`config.mk`:
```
export PLATFORM = sky130hd
export DESIGN_NAME = lol_raster_pos
export DESIGN_NICKNAME = d
export VERILOG_FILES = /design/src/rtl/core/lol_pkg.sv /design/src/rtl/core/lol_raster_pos.sv
export SDC_FILE = /design/constraint.sdc
export NUM_CORES = 1
export LEC_CHECK = 0
export ABC_AREA = 1
export BUFFER_PORTS_ARGS = -buffer_cell sky130_fd_sc_hd__buf_2
export CAP_MARGIN = 5
export CORE_MARGIN = 3
export CORE_UTILIZATION = 52
export DETAILED_ROUTE_END_ITERATION = 8
export GPL_ROUTABILITY_DRIVEN = 0
export PLACE_DENSITY_LB_ADDON = 0.25
export SYNTH_ARGS = -nofsm -noshare
export SYNTH_HDL_FRONTEND = slang
export SYNTH_SLANG_ARGS = --single-unit
```
`constraint.sdc`:
```
create_clock -name i_clk -period 4.43 [get_ports i_clk]
set_input_delay 0.6645 -clock i_clk [delete_from_list [all_inputs] [get_ports i_clk]]
set_output_delay 0.6645 -clock i_clk [all_outputs]
set_load 0.02 [all_outputs]
```
`src/rtl/core/lol_pkg.sv`:
```
// shared constants, types and helpers for the longest line of ones core
package lol_pkg;

    localparam int MAX_SIDE = 256;
    localparam int COL_W    = $clog2(MAX_SIDE);
    localparam int POS_W    = COL_W + 1;
    localparam int CFG_W    = 9;
    localparam int RUN_W    = 9;

    localparam logic [CFG_W-1:0] GRID_SIDE_RESET = CFG_W'(256);
    localparam logic [RUN_W-1:0] RUN_MAX         = {RUN_W{1'b1}};

    // one cell as placed in the raster, ready for the update stage
    typedef struct packed {
        logic             one;
        logic             last;
        logic [COL_W-1:0] col;
        logic             row_nz;
        logic             col_nz;
        logic             right_in;
    } t_pos_beat;

    typedef struct packed {
        logic             en;
        logic [COL_W-1:0] col;
        logic [RUN_W-1:0] vert;
        logic [RUN_W-1:0] diag;
        logic [RUN_W-1:0] anti;
    } t_line_wr;

    typedef struct packed {
        logic [RUN_W-1:0] vert;
        logic [RUN_W-1:0] diag;
        logic [RUN_W-1:0] anti;
    } t_line_rd;

    typedef struct packed {
        logic             valid;
        logic             last;
        logic [RUN_W-1:0] best;
    } t_s1_status;

    function automatic logic [RUN_W-1:0] run_extend(input logic one,
                                                    input logic [RUN_W-1:0] prev);
        logic [RUN_W-1:0] res;
        if (!one) begin
            res = '0;
        end else if (prev == RUN_MAX) begin
            res = RUN_MAX;
        end else begin
            res = prev + RUN_W'(1);
        end
        return res;
    endfunction

endpackage

```
`src/rtl/core/lol_raster_pos.sv`:
```
// raster position tracking and line store address generation
module lol_raster_pos import lol_pkg::*; (
    input  logic             i_clk,
    input  logic             i_rst_n,
    input  logic [POS_W-1:0] i_side,
    input  logic             i_accept,
    input  logic             i_cell_is_one,
    input  logic             i_frame_last,
    output t_pos_beat        o_beat,
    output logic [COL_W-1:0] o_rd_col,
    output logic [COL_W-1:0] o_rd_right
);

    logic [COL_W-1:0] r_row;
    logic [COL_W-1:0] r_col;
    logic [COL_W-1:0] n_row;
    logic [COL_W-1:0] n_col;

    logic [POS_W-1:0] col_w;
    logic [POS_W-1:0] row_w;
    logic [POS_W-1:0] col_p1;
    logic [POS_W-1:0] row_p1;
    logic             right_in;

    always_comb begin
        col_w = {1'b0, r_col};
        row_w = {1'b0, r_row};
        // a side shrink may leave the position outside the grid
        if (col_w >= i_side) begin
            col_w = '0;
            row_w = row_w + POS_W'(1);
        end
        if (row_w >= i_side) begin
            row_w = '0;
        end
        col_p1   = col_w + POS_W'(1);
        row_p1   = row_w + POS_W'(1);
        right_in = (col_p1 < i_side);

        if (i_frame_last) begin
            n_col = '0;
            n_row = '0;
        end else if (!right_in) begin
            n_col = '0;
            n_row = (row_p1 >= i_side) ? '0 : row_p1[COL_W-1:0];
        end else begin
            n_col = col_p1[COL_W-1:0];
            n_row = row_w[COL_W-1:0];
        end
    end

    always_ff @(posedge i_clk) begin
        if (!i_rst_n) begin
            r_row <= '0;
            r_col <= '0;
        end else if (i_accept) begin
            r_row <= n_row;
            r_col <= n_col;
        end
    end

    assign o_beat.one      = i_cell_is_one;
    assign o_beat.last     = i_frame_last;
    assign o_beat.col      = col_w[COL_W-1:0];
    assign o_beat.row_nz   = (row_w != '0);
    assign o_beat.col_nz   = (col_w != '0);
    assign o_beat.right_in = right_in;
    assign o_rd_col        = col_w[COL_W-1:0];
    assign o_rd_right      = col_p1[COL_W-1:0];

`ifndef SYNTHESIS
    a_frame_end_restart: assert property (@(posedge i_clk) disable iff (!i_rst_n)
        (i_accept && i_frame_last) |=> (r_row == '0 && r_col == '0))
        else $error("position not cleared after frame end");
`endif

endmodule

```
# Word-level counts from Yosys, hierarchy flattened

Index checks and enable logic that the tools add are counted.

Register bits: 16
Input bits: 14
Output and inout bits: 29
Logic and storage cells: 19

Add/subtract/negate cells: 3
$lt $le $gt $ge: 4
Multiplexer cells: 8
Reduce and logical (&&, ||, !) cells: 2

Operators with widths:

| operator              | count |
|---|---|
| $mux W8               | 6 |
| $add A9 B1 Y9 const B | 2 |
| $ge A9 B9 Y1          | 2 |
| $mux W9               | 2 |
| $reduce_bool A9 Y1    | 2 |
| $add A8 B1 Y9 const B | 1 |
| $ge A8 B9 Y1          | 1 |
| $lt A9 B9 Y1          | 1 |

# Depth between registers and ports, before layout

Depth after elaboration: 9
Depth in mapped cells: 38
Mapped depth without buffers: 37

# Least setup slack after synthesis

Ideal clock, no wire load.

Path kind: input to register
From: in i_side[6]
To: reg r_row[6]
Library setup time: 71 ps
Arrival: 4701 ps
Required time: 4359 ps
Setup slack: -342 ps
Stages: 30
Path buffers: 2
Cell sequence: inv_1 -> ha_1 -> nand2_1 -> nor2_4 -> nand3_4 -> nand3_4 -> buf_12 -> buf_6 -> nand4_1 -> nor3_1 -> ha_1 -> a21o_1 -> nor2_1 -> nand4_1 -> nor2_1 -> ha_1 -> nand3_1 -> inv_1 -> nand2_1 -> and2_1 -> ha_1 -> a21oi_1 -> nand2_1 -> nand2_1 -> nand2_1 -> nand2_1 -> a21boi_0 -> nor2_2 -> nand3_1 -> a21oi_1

Longest elaborated chain between the ends: 9
Elaborated cells between the ends (all ways): 12
Those cells by class: 2 x add/sub; 4 x order compare; 6 x mux

Ends and longest elaborated chain:

| element              | line                 | source |
|---|---|---|
| start, declared      | lol_raster_pos.sv:5  | `input logic [POS_W-1:0] i_side,` |
| $ge A8 B9 Y1         | lol_raster_pos.sv:29 | `if (col_w >= i_side) begin` |
| $mux W9              | lol_raster_pos.sv:29 |  |
| $ge A9 B9 Y1         | lol_raster_pos.sv:33 | `if (row_w >= i_side) begin` |
| $mux W9              | lol_raster_pos.sv:33 |  |
| $add A9 B1 Y9        | lol_raster_pos.sv:37 | `row_p1 = row_w + POS_W'(1);` |
| $ge A9 B9 Y1         | lol_raster_pos.sv:45 | `n_row = (row_p1 >= i_side) ? '0 : row_p1[COL_W-1:0];` |
| $mux W8              | lol_raster_pos.sv:45 |  |
| $mux W8 *            | lol_raster_pos.sv:43 | `end else if (!right_in) begin` |
| $mux W8 *            | lol_raster_pos.sv:40 | `if (i_frame_last) begin` |
| end signal, assigned | lol_raster_pos.sv:57 | `r_row <= n_row;` |
| end, declared        | lol_raster_pos.sv:14 | `logic [COL_W-1:0] r_row;` |

Every way passes the cells marked *; elsewhere a longest branch is shown, timed or not.
A chain may end at the register's enable or synchronous reset.

# Final worst setup path

From: in i_side[7]
To: reg r_row[3]

The elaborated chain is that of the path after synthesis.

==> key figures <==
STA
  – Tmin final: 4620 ps
  – Hold_ws: 529 ps
  – Worst slew margin: 0.546
  – Worst Tran Pin Value: 680 ps
  – Slew Viols, Final: 0
  – Setup violators final: 9
  – Period utilization: 1.04
  – Max Clk Rate: 0.216 GHz
  – RSZ-0062 raised after global routing: yes
  – Final setup margin: -194 ps
  – Clock Skew: 2.67 ps
  – Hold Vio Cnt, Final: 0

CTS
  – Clock buffer depth: 2
  – CTS tree: done
  – Htree depth: 1
  – Inserted Clock Buffers: 3
  – Clock Tree Root: clkbuf_8
  – Hold Buf Count CTS: 0
  – Worst-path clk slew: 70 ps
  – Skew-Pair Late Insertion Delay: 260 ps
  – Sink Count: 16

Yosys
  – Seq/Total Area, Yosys: 0.125
  – YS warnings: 0
  – Netlist Area Pre-Place: 2570 um^2
  – Syn_area_per_cell: 6.69 um^2
  – Netlist cell types: 39
  – Syn_nets: 437
  – Top FF cell, synth: dfxtp_1
  – Number of synthesized flops with an enable pin: 0
  – Yosys reg bits: 16
  – Mapped Cells: 384
  – FFs w/ async S/R, synth: 0

Layout
  – Filler Cell Count: 270
  – Most frequent cells in the layout: nand2_1 (70), buf_4 (70), inv_1 (47)
  – Layout cells sized above 1: 0.475
  – Finished Layout Cells: 549
  – Area of the multi-input gates: 2230 um^2
  – NumNets Final: 539
  – Area grow syn2layout: 45.5%
  – Register area: 320 um^2
  – Inserted Diodes: 0

Worst setup path
  – Crit Path Max Fanout: 8
  – Worst path most repeated cell: nand2_1
  – Startpoint types: input port
  – Crit path arrival time: 4810 ps
  – WP data required: 4620 ps
  – Reg2reg path depth: 27
  – Crit-path max cell delay: 270 ps
  – Crit path kind: in -> reg
  – CP Capture Type: register
  – Slowest library cell on the worst path: ha_4

Die
  – Die Width: 76.3 um
  – Core Region: 4560 um^2
  – Row count: 24
  – Die Y: 76.3 um
  – Die area: 5820 um^2
  – Initial core utilization: 0.562
  – Ports: 43

Power and ir drop
  – P_int: 0.246 mW
  – Gate power share: 0.276
  – Leakage Power: 1.98 nW
  – Sw Share: 0.329
  – Pwr Density: 98.1 nW/um^2
  – Clock network power share: 0.328
  – Seq pwr share: 0.396
  – Switching power: 0.120 mW
  – Peak VDD IR: 0.0000942 V

Min path
  – Hold depth: 2
  – Hold Crit Class: reg -> reg

Routing
  – DRT antenna net count: 0
  – DRT iter0 DRCs: 244
  – Vias per cell: 5.66
  – Vias: 3105
  – WL/cell: 16.9 um
  – DRT Pass-1 Iters: 6
  – # DRC: 0
  – Routed WL: 9.25 mm

GRT
  – Gr ovfl total: 0
  – Number of global-route vias before repair: 2704
  – Initial antenna violation count: 0
  – GRT Total Usage: 0.253
  – Largest net degree at the start of global routing: 18
  – First-pass GRT wire length: 12.3 mm

Run status
  – Status: finished with violations
  – Violated checks: setup timing

Place
  – Cells after DPL: 529
  – PortBufs: 40
  – DP HPWL: 5.82 mm

Job
  – Maxcap violations: 0
[final timing paths]
kind,startpoint,slack [ps],end
max,i_side[7],-190,r_row[3]
max reg2reg,r_col[5],-80,r_row[3]
min reg2reg,r_col[1],530,r_col[1]
min,r_col[1],530,r_col[1]
[synth_stat cells, types with 3 or more instances]
cell | count | share of area
buf_4 | 11 | 0.032
and2_1 | 5 | 0.012
nor2_4 | 3 | 0.013
a21oi_1 | 21 | 0.041
o21ai_0 | 4 | 0.0078
inv_2 | 5 | 0.0073
a21oi_2 | 4 | 0.014
nor2_1 | 23 | 0.034
ha_1 | 39 | 0.19
nand2_2 | 15 | 0.037
xor2_1 | 6 | 0.020
clkbuf_1 | 3 | 0.0044
nand4_1 | 15 | 0.037
inv_1 | 60 | 0.088
dfxtp_1 | 16 | 0.12
a22oi_1 | 6 | 0.018
nand2_4 | 5 | 0.022
nand2_1 | 82 | 0.12
nor2_2 | 8 | 0.019
nand3_1 | 25 | 0.049
nor3_1 | 3 | 0.0058
[power groups by stage]
stage	Sequential, mW	Clock [mW]	Combinational [mW]
6_report	0.145	0.120	0.101
3_3_place_gp	0.148	0	0.0769
4_1_cts	0.145	0.118	0.0816
5_1_grt	0.145	0.123	0.110
3_5_place_dp	0.148	0	0.0796
2_1_floorplan	0.149	0	0.0496
[repair_timing]
item	CTS	global route
buffers inserted	6	11
endpoints found under the setup margin	9	10
resized for setup	14	68
cloned	1	0
pin swaps	12	52
[cell families after synthesis]
logic type / after synthesis / share of synthesized area
fa+ha+maj: 39 / 0.190
xor+xnor: 7 / 0.0239
simple gates: 195 / 0.403
buf+inv: 84 / 0.153
compound gates: 43 / 0.105
flops: 16 / 0.125
[flip-flops by register name, summed over array words and instances, names as in the netlist]
signal / flops
r_col: 8
r_row: 8
[metal layers]
layer,GRT usage,vias up,part of all wire
met4,0.0779,0,0.041
met3,0.0236,47,0.076
met1,0.326,1453,0.38
met2,0.444,164,0.50
li1,-,1441,-
met5,0,-,0
[worst max-delay path, delay by kind of cell]
family	cells	cell delay (ps)
and+or+nand+nor	16	1960
adders and majority gates	4	980
AOI/OAI and AO/OA	6	900
buffers and inverters	3	270
[final cells by class]
class / instances / share of cell area
sequential: 16 / 0.0857
clock buffer: 3 / 0.0111
multi-input combinational: 285 / 0.597
timing repair buffer: 113 / 0.215
tap: 65 / 0.0218
inverter: 67 / 0.0700
[stage by stage]
| step | instance area, um^2 | util | setup TNS [ps] | power (mW) | worst slack [ps] |
|---|---|---|---|---|---|
| after floorplan | 2600 | - | -1810 | 0.198 | -225 |
| after global placement | 3180 | 0.698 | -1400 | 0.225 | -202 |
| after detailed placement | 3180 | 0.698 | -2960 | 0.228 | -378 |
| after CTS | 3340 | 0.731 | 0 | 0.345 | 3.92 |
| after global routing | 3740 | 0.819 | -3970 | 0.378 | -490 |
| final | 3740 | 0.819 | -1130 | 0.366 | -194 |
(Power assumes the default switching activity.)
