File: src/rtl/core/lol_pkg.sv
// shared constants, types and helpers for the longest line of ones core
package lol_pkg;

    localparam int MAX_SIDE = 256;
    localparam int COL_W    = $clog2(MAX_SIDE);
    localparam int POS_W    = COL_W + 1;
    localparam int CFG_W    = 9;
    localparam int RUN_W    = 9;

    localparam logic [CFG_W-1:0] GRID_SIDE_RESET = CFG_W'(256);
    localparam logic [RUN_W-1:0] RUN_MAX         = {RUN_W{1'b1}};

    // one cell as placed in the raster, ready for the update stage
    typedef struct packed {
        logic             one;
        logic             last;
        logic [COL_W-1:0] col;
        logic             row_nz;
        logic             col_nz;
        logic             right_in;
    } t_pos_beat;

    typedef struct packed {
        logic             en;
        logic [COL_W-1:0] col;
        logic [RUN_W-1:0] vert;
        logic [RUN_W-1:0] diag;
        logic [RUN_W-1:0] anti;
    } t_line_wr;

    typedef struct packed {
        logic [RUN_W-1:0] vert;
        logic [RUN_W-1:0] diag;
        logic [RUN_W-1:0] anti;
    } t_line_rd;

    typedef struct packed {
        logic             valid;
        logic             last;
        logic [RUN_W-1:0] best;
    } t_s1_status;

    function automatic logic [RUN_W-1:0] run_extend(input logic one,
                                                    input logic [RUN_W-1:0] prev);
        logic [RUN_W-1:0] res;
        if (!one) begin
            res = '0;
        end else if (prev == RUN_MAX) begin
            res = RUN_MAX;
        end else begin
            res = prev + RUN_W'(1);
        end
        return res;
    endfunction

endpackage

File: src/rtl/core/lol_run_update.sv
// update stage: extends the four runs, tracks the best run of the frame
module lol_run_update import lol_pkg::*; (
    input  logic       i_clk,
    input  logic       i_rst_n,
    input  logic       i_accept,
    input  t_pos_beat  i_beat,
    input  logic       i_hold,
    input  t_line_rd   i_rd,
    output t_line_wr   o_wr,
    output t_s1_status o_status
);

    logic             r_s1_valid;
    t_pos_beat        r_s1;
    logic [RUN_W-1:0] r_horiz;
    logic [RUN_W-1:0] r_held;
    logic [RUN_W-1:0] r_best;

    logic             advance;
    logic [RUN_W-1:0] h;
    logic [RUN_W-1:0] v;
    logic [RUN_W-1:0] d;
    logic [RUN_W-1:0] a;
    logic [RUN_W-1:0] n_best;

    assign advance = r_s1_valid && !i_hold;

    always_comb begin
        h = run_extend(r_s1.one, r_s1.col_nz ? r_horiz : '0);
        v = run_extend(r_s1.one, r_s1.row_nz ? i_rd.vert : '0);
        d = run_extend(r_s1.one, (r_s1.row_nz && r_s1.col_nz) ? r_held : '0);
        a = run_extend(r_s1.one, (r_s1.row_nz && r_s1.right_in) ? i_rd.anti : '0);
        n_best = r_best;
        if (h > n_best) n_best = h;
        if (v > n_best) n_best = v;
        if (d > n_best) n_best = d;
        if (a > n_best) n_best = a;
    end

    always_ff @(posedge i_clk) begin
        if (!i_rst_n) begin
            r_s1_valid <= 1'b0;
        end else if (i_accept) begin
            r_s1_valid <= 1'b1;
        end else if (advance) begin
            r_s1_valid <= 1'b0;
        end
    end

    always_ff @(posedge i_clk) begin
        if (i_accept) begin
            r_s1 <= i_beat;
        end
    end

    // frame end clears the running state for the next frame
    always_ff @(posedge i_clk) begin
        if (!i_rst_n) begin
            r_horiz <= '0;
            r_held  <= '0;
            r_best  <= '0;
        end else if (advance) begin
            r_horiz <= r_s1.last ? '0 : h;
            r_held  <= r_s1.last ? '0 : i_rd.diag;
            r_best  <= r_s1.last ? '0 : n_best;
        end
    end

    assign o_wr.en   = advance;
    assign o_wr.col  = r_s1.col;
    assign o_wr.vert = v;
    assign o_wr.diag = d;
    assign o_wr.anti = a;

    assign o_status.valid = r_s1_valid;
    assign o_status.last  = r_s1.last;
    assign o_status.best  = n_best;

`ifndef SYNTHESIS
    a_best_grows: assert property (@(posedge i_clk) disable iff (!i_rst_n)
        (advance && !r_s1.last) |=> (r_best >= $past(r_best)))
        else $error("best run shrank inside a frame");
`endif

endmodule

File: config.mk
export PLATFORM = sky130hd
export DESIGN_NAME = lol_run_update
export DESIGN_NICKNAME = d
export VERILOG_FILES = /design/src/rtl/core/lol_pkg.sv /design/src/rtl/core/lol_run_update.sv
export SDC_FILE = /design/constraint.sdc
export NUM_CORES = 1
export LEC_CHECK = 0
export BUFFER_PORTS_ARGS = -buffer_cell sky130_fd_sc_hd__buf_4
export CAP_MARGIN = 20
export CORE_MARGIN = 1
export CORE_UTILIZATION = 50
export CTS_CLUSTER_DIAMETER = 200
export DETAILED_ROUTE_END_ITERATION = 12
export GPL_TIMING_DRIVEN = 0
export PLACE_DENSITY = 0.8
export REMOVE_ABC_BUFFERS = 1
export SYNTH_ARGS = -nofsm -noshare
export SYNTH_HDL_FRONTEND = slang
export SYNTH_SLANG_ARGS = --single-unit
File: constraint.sdc
create_clock -name i_clk -period 8.5 [get_ports i_clk]
set_input_delay 1.275 -clock i_clk [delete_from_list [all_inputs] [get_ports i_clk]]
set_output_delay 1.275 -clock i_clk [all_outputs]
set_load 0.005 [all_outputs]
# ---- Word level (Yosys, flattened, before mapping)
# Cells that the tools add are included.
dict set report classes {
  n_addsub 4
  n_lt_le_gt_ge 4
  n_eq_ne 4
  mux 21
  n_reduce_logical 5
}
# cell count
set ops {}
lappend ops {{$mux W9} 19}
lappend ops {{$add A9 B1 Y9 const B} 4}
lappend ops {{$eq A9 B9 Y1 const B} 4}
lappend ops {{$gt A9 B9 Y1} 4}
lappend ops {{$logic_and A1 B1 Y1} 3}
lappend ops {{$mux W1} 2}
lappend ops {{$reduce_bool A2 Y1} 1}
lappend ops {{$logic_not A1 Y1} 1}
dict set report word_totals {
  regBits 41
  output_inout_bits 47
  elab_cells 48
}

# ---- Longest topological paths before layout
# Gate-level depths: netlist of the first run.
dict set report depth {
  depth_word 13
  ltp_mapped 42
}

# ---- Least setup slack after synthesis of the first run
# No wires, ideal clock.
dict set report synth_path {
  path_type {flip-flop to output port}
  from {register r_s1[1] in the netlist's numbering}
  to {output port o_status[6] in the netlist's numbering}
  arrival_time_ns 7.435
  required_ns 7.225
  setup_slack_ns -0.210
  stages_incl_launch_ff 38
  path_buffers 6
  cell_sequence {edfxtp_1 > clkbuf_1 > and2_1 > ha_1 > clkbuf_2 > nand2_1 > nor2_1 > a31oi_1 > nor2_1 > ha_1 > nor2b_1 > o21bai_1 > a31oi_2 > o21ai_4 > mux2i_1 > ha_1 > a211oi_1 > nor2_1 > [... 2 more ...] > buf_2 > clkbuf_1 > o21ai_0 > ha_1 > a22o_1 > o41ai_2 > a21oi_2 > buf_4 > a221oi_2 > inv_1 > ha_1 > a21o_1 > a21o_1 > a21oi_1 > and2_1 > nand2b_1 > buf_2 > mux2_2}
}
# element line
set synth_lines {}
lappend synth_lines {{from (decl)} lol_run_update.sv:14} ;# t_pos_beat r_s1;
lappend synth_lines {{from (signal assigned)} lol_run_update.sv:52} ;# r_s1 <= i_beat;
lappend synth_lines {{to (decl)} lol_run_update.sv:10} ;# output t_s1_status o_status

==> results of run 1 <==
-- cell type report --
| cell class | instances | area [sq um] |
|---|---|---|
| clock buffers | 5 | 68.8 |
| clock inverters | 3 | 12.5 |
| fillers | 453 | 1690 |
| inverters | 34 | 128 |
| multi-input cells | 381 | 3270 |
| flip-flops and latches | 41 | 952 |
| well taps | 99 | 124 |
| repair buffers | 146 | 1170 |
-- what timing repair did --
item / 4_1_cts / 5_1_grt
setup endpoints to repair: 18 / 9
hold buffers: 0 / 0
gates cloned: 3 / 0
resized for setup: 93 / 30
setup buffers: 44 / 11
pin swaps: 43 / 34
-- cell families after synthesis --
family / Yosys count / synth area share (%)
flops: 41 / 24.3
xor+xnor: 10 / 2.24
compound gates: 125 / 23.7
fa+ha+maj: 40 / 12.8
buf+inv: 62 / 7.39
simple gates: 186 / 25.1
mux: 17 / 4.45
-- power by group through the flow --
stage | registers [mW] | logic (mW) | clock network [mW]
3_5_place_dp | 0.227 | 0.489 | 0
2_1_floorplan | 0.224 | 0.318 | 0
4_1_cts | 0.222 | 0.754 | 0.125
5_1_grt | 0.224 | 0.898 | 0.135
3_3_place_gp | 0.226 | 0.476 | 0
6_report | 0.223 | 0.853 | 0.128
-- sequential cells by signal, summed over array words and instances, names as in the netlist --
signal and flops:
r_best 9, r_held 9, r_horiz 9, o_wr 8, r_s1 4, o_status 1
r_s1_valid 1
-- per-stage QoR --
stage               cell area (sq um)  setup TNS (ps)  hold WS [ps]
detailed placement               4550          -22730           470
finish                           5720           -4320           498
floorplan                        3750           -1520           449
global placement                 4550          -18440           466
CTS                              5460            -834           493
global route                     5720           -6340           538
-- worst max path at each step --
stage | startpoint | endpoint | slack (ps)
floorplan | r_s1[1] | o_status[4] | -290
global placement | r_s1[1] | o_status[4] | -1780
detailed placement | r_s1[1] | o_status[6] | -2010
CTS | r_s1[1] | o_status[6] | -120
global route | r_s1[1] | o_status[7] | -750
finish | r_s1[1] | o_status[7] | -520
-- layer usage --
layer	part of all wire (%)	routed length [microns]	global-route usage (%)	vias up
met1	38	5410	36.7	2117
met2	47	6620	56.9	285
met4	6.1	856	18.8	0
li1	-	-	-	2022
met5	0	0	0	-
met3	8.7	1220	5.89	82
-- Yosys cell counts, drive strengths merged (3+ instances only) --
cell,instances,area share [%]
xor2,8,1.8
a21oi,33,4.3
edfxtp,13,10
dfxtp,28,14
nand2,47,4.5
and3,15,2.4
o21ai,24,3.4
mux2i,14,3.6
nand4,9,1.6
a21boi,3,0.58
nand3,22,2.9
ha,40,13
nor3b,11,2.1
a22oi,10,1.9
and2,9,1.4
nor2,26,2.6
a211oi,5,1.2
inv,34,3.3
o21a,3,0.58
mux2,3,0.86
a21o,6,1.2
a31oi,6,1.1
buf,17,3.0
o221ai,6,1.5
a221o,6,1.5
nand2b,3,0.48
and4,3,0.67
nor3,10,1.3
nor2b,24,3.8
clkbuf,11,1.1
-- worst register-to-register path: cells and delay by family (launching register included) --
family	cells	cell delay [ps]
compound gates	11	2500
simple gates	13	2190
fa+ha+maj	5	1380
buf+inv	6	940
flops	1	470
mux	1	280
==> metrics.txt, run 1 <==
status=finished, violations left; violated checks=negative setup slack; Setup crit start kind=register; relative slew slack=30.8%; Cell Pwr Density=210 nW/um^2; HPWL after DPL=8420 microns; CP max FO=8; WL final=14100 microns; DR iter-0 viols=313; reg2reg start=r_s1[1]; Placed Cells=642; commonest non-fill, non-tap cells in the layout=buf_4 (130), nand2_1 (40), inv_1 (33); total iterations of the first detailed-routing run=5; Vias/cell=6.36; maximum clock path buffer count=2; I/O Pins=91; Final min period=9020 ps; Post-Syn Area=3910 sq um; CP Class=reg2out; GPL Wtd Cong=0.940; routed vias=4506; sequential fraction of the synthesis area=24.3%; combinational share of power=70.8%; layout cell share with drive strength beyond 1=39.2%; # diodes=0; # setup viols final=9; Worst Max-Slew Pin Slew=1040 ps; Routed Antenna Nets=0; sw frac=41.5%; total power=1.20 mW; worst-case hold path end point=r_best[8]; commonest non-fill, non-tap cell in the layout=buf_4; register bit total from synthesis=41; number of synthesis warnings=0; Area Overhead vs Synth=46.4%; clk sinks=41; row count=31; Stages on worst setup path=37; vias in the first global route=4343; Slew Limit Fails=0; core region area=7410 sq um; largest net degree at the start of global routing=32; cells after synthesis=481; Setup WS pre-CTS=-2010 ps; Worst EP arrival=7740 ps; CP max-delay cell=edfxtp_1; Reg clk slew, reported paths=90 ps; final core occ=77.2%; R2R cell count=36; Initial Utilization=52.8%; root buffer cell=clkbuf_8; post-route insts no fill=709; drt drc=0; antenna violations before repair=0; max_cap viols=0; P_leak=2.49 nW; final hold violations=0; grt ovf=0; CP Buf/Inv Count=6; final net count=693; Die Footprint=8170 sq um; global-route wire length before repair=21300 microns; Synth Flop Type=dfxtp_1; worst flop-to-flop path endpoint=r_best[6]; Worst path top cell family by delay=compound AO/OA/AOI/OAI gates; Die H=90.4 microns; worst vdd ir=0.109 mV; sequential share of power=18.5%; Period Utilization, post-route=106%; CP max stage delay=470 ps; EDFF count, synth=13; CTS Buf Count=5; H-Tree Depth=2; unrepaired setup endpoints after global routing=yes; Wirelength per Cell=19.9 microns; worst hold path type=reg2reg; worst hold path startpoint=r_best[8]; worst skew pair latency=310 ps; # port buffers=90; slack of the worst reg-to-reg path=710 ps; asr flop ratio synth=0%; Pint=705 uW; skew final=11.6 ps; hold-critical path depth=1; setup slack after layout=-519 ps; unique cell type count in the Yosys netlist=63; Avg Cell Area, Syn=8.13 sq um; WP data required=7220 ps; gr usage total=32.4%; Clk pwr share=10.6%; fmax=111 MHz; die width=90.4 microns; crit end category=output port; CTS tree=built; P_sw=499 uW
Power figures use the tool's default switching activity.
==> run 2, diff against run 1 <==
BUFFER_PORTS_ARGS = -buffer_cell sky130_fd_sc_hd__buf_2   (was -buffer_cell sky130_fd_sc_hd__buf_4)
==> metrics.txt, run 2 (synthesis gave the netlist of run 1 again) <==
Wirelength per Cell=19.4 microns (-2.2%); fmax=112 MHz (+1.3%); CP max-delay cell=edfxtp_1; final net count=687 (-0.87%); total iterations of the first detailed-routing run=5 (unchanged); clk sinks=41 (unchanged); TNS Setup=-3210 ps (+1110 ps); Routed Antenna Nets=0 (unchanged); # setup viols final=9 (unchanged); CP Class=reg2out; antenna violations before repair=0 (unchanged); I/O Pins=91 (unchanged); WL final=13700 microns (-3.0%); crit end category=output port; Final min period=8900 ps (-120 ps); Hold Slack=511 ps (+13.3 ps); Slew Limit Fails=0 (unchanged); global-route wire length before repair=20700 microns (-2.8%); core region area=7410 sq um (unchanged); unrepaired setup endpoints after global routing=yes; skew final=9.28 ps (-2.31 ps); HPWL after DPL=8250 microns (-2.0%); CP Buf/Inv Count=4 (-2); row count=31 (unchanged); Setup crit start kind=register; Area Overhead vs Synth=39.0%; multi-input logic area=3250 sq um (-0.50%); maximum clock path buffer count=2 (unchanged); register area=956 sq um (+0.39%); # port buffers=90 (unchanged); Placed Cells=642 (unchanged); largest net degree at the start of global routing=32 (unchanged); P_leak=2.42 nW (-2.8%); Worst Max-Slew Pin Slew=1090 ps (+53.1 ps); GPL Wtd Cong=0.906 (-3.6%); Die Footprint=8170 sq um (unchanged); status=finished, violations left; relative slew slack=27.4% (-3.4 points); CP max stage delay=460 ps (about the same); commonest non-fill, non-tap cell in the layout=buf_2; H-Tree Depth=2 (unchanged); Initial Utilization=52.8% (unchanged); commonest non-fill, non-tap cells in the layout=buf_2 (89), buf_4 (41), nand2_1 (40); root buffer cell=clkbuf_8; gr usage total=31.3% (-1.1 points); Worst path top cell family by delay=simple AND/OR/NAND/NOR gates; Die H=90.4 microns (unchanged); CTS tree=built; worst vdd ir=0.114 mV (+4.0%); final hold violations=0 (unchanged); setup slack after layout=-399 ps (+120 ps); routed vias=4408 (-2.2%); max_cap viols=0 (unchanged); violated checks=negative setup slack; DR iter-0 viols=384 (+23%); CTS hold repair buffers=0 (unchanged); Vias/cell=6.27 (-1.3%); die width=90.4 microns (unchanged); grt ovf=0 (unchanged); Period Utilization, post-route=105% (-1.4 points); Layout fillers=513 (+13%); worst hold path type=reg2reg; # diodes=0 (unchanged); drt drc=0 (unchanged); Cell Pwr Density=219 nW/um^2 (+4.0%); layout cell share with drive strength beyond 1=39.7% (+0.55 points); WP data required=7220 ps (about the same); vias in the first global route=4245 (-2.3%); Reg clk slew, reported paths=100 ps (about the same); Worst EP arrival=7620 ps (-120 ps); post-route insts no fill=703 (-0.85%); CP max FO=8 (unchanged); Largest regs=r_best x9, r_held x9, r_horiz x9; worst skew pair latency=320 ps (about the same); CTS Buf Count=5 (unchanged)
==> run 2: repair_timing <==
action                     in CTS  in global routing
gates resized for setup        81                 45
pin swaps                      42                 40
setup buffers                  36                 14
setup endpoints to repair      18                  9
gates cloned                    3                  0
==> run 2: per-stage QoR <==
step / power (mW) / cell area (sq um) / setup WS [ps] / utilization (%)
6_report: 1.19 / 5430 / -399 / 73.3
5_1_grt: 1.24 / 5430 / -618 / 73.3
4_1_cts: 1.05 / 5110 / -53.6 / 68.9
3_5_place_dp: 0.686 / 4320 / -1920 / 58.3
3_3_place_gp: 0.672 / 4320 / -1730 / 58.3
2_1_floorplan: 0.542 / 3750 / -290 / -
==> run 2: worst reg2reg max path: cells and delay by family (launching register included) <==
| family | cells | cell delay [ps] |
|---|---|---|
| and+or+nand+nor | 15 | 2480 |
| DFF | 1 | 460 |
| muxes | 2 | 500 |
| AOI/OAI and AO/OA | 11 | 1980 |
| adders and majority gates | 5 | 1230 |
| buffers and inverters | 5 | 850 |
==> run 2: per-layer routing <==
metal  up-vias  global-route usage (%)  wire length [microns]
li1       2003                       -                      -
met3        85                    6.31                   1070
met5         -                       0                      0
met2       281                    52.4                   6370
met4         0                    17.6                    810
met1      2039                    37.3                   5420
==> run 2: path summary, 6_finish.rpt <==
kind | start | to | slack [ps] | cells past startpoint
hold reg to reg | r_best[8] | r_best[8] | 510 | 1
hold / removal | r_best[8] | r_best[8] | 510 | 1
setup reg to reg | r_s1[1] | r_best[4] | 930 | 38
setup / recovery | r_s1[1] | o_status[6] | -400 | 35
==> run 2: final cells by class <==
cell class	count	share of cell area, %
Clock inverter	3	0.530
Timing Repair Buffer	140	16.1
Sequential cell	41	17.6
Multi-Input combinational cell	381	59.9
Inverter	34	2.35
Clock buffer	5	1.27
Tap cell	99	2.28
==> run 2: report_power, final <==
part / switching, mW / internal [mW] / total [mW]
logic: 0.417 / 0.402 / 0.819
registers: 0.0111 / 0.212 / 0.223
clock network: 0.0859 / 0.0621 / 0.148
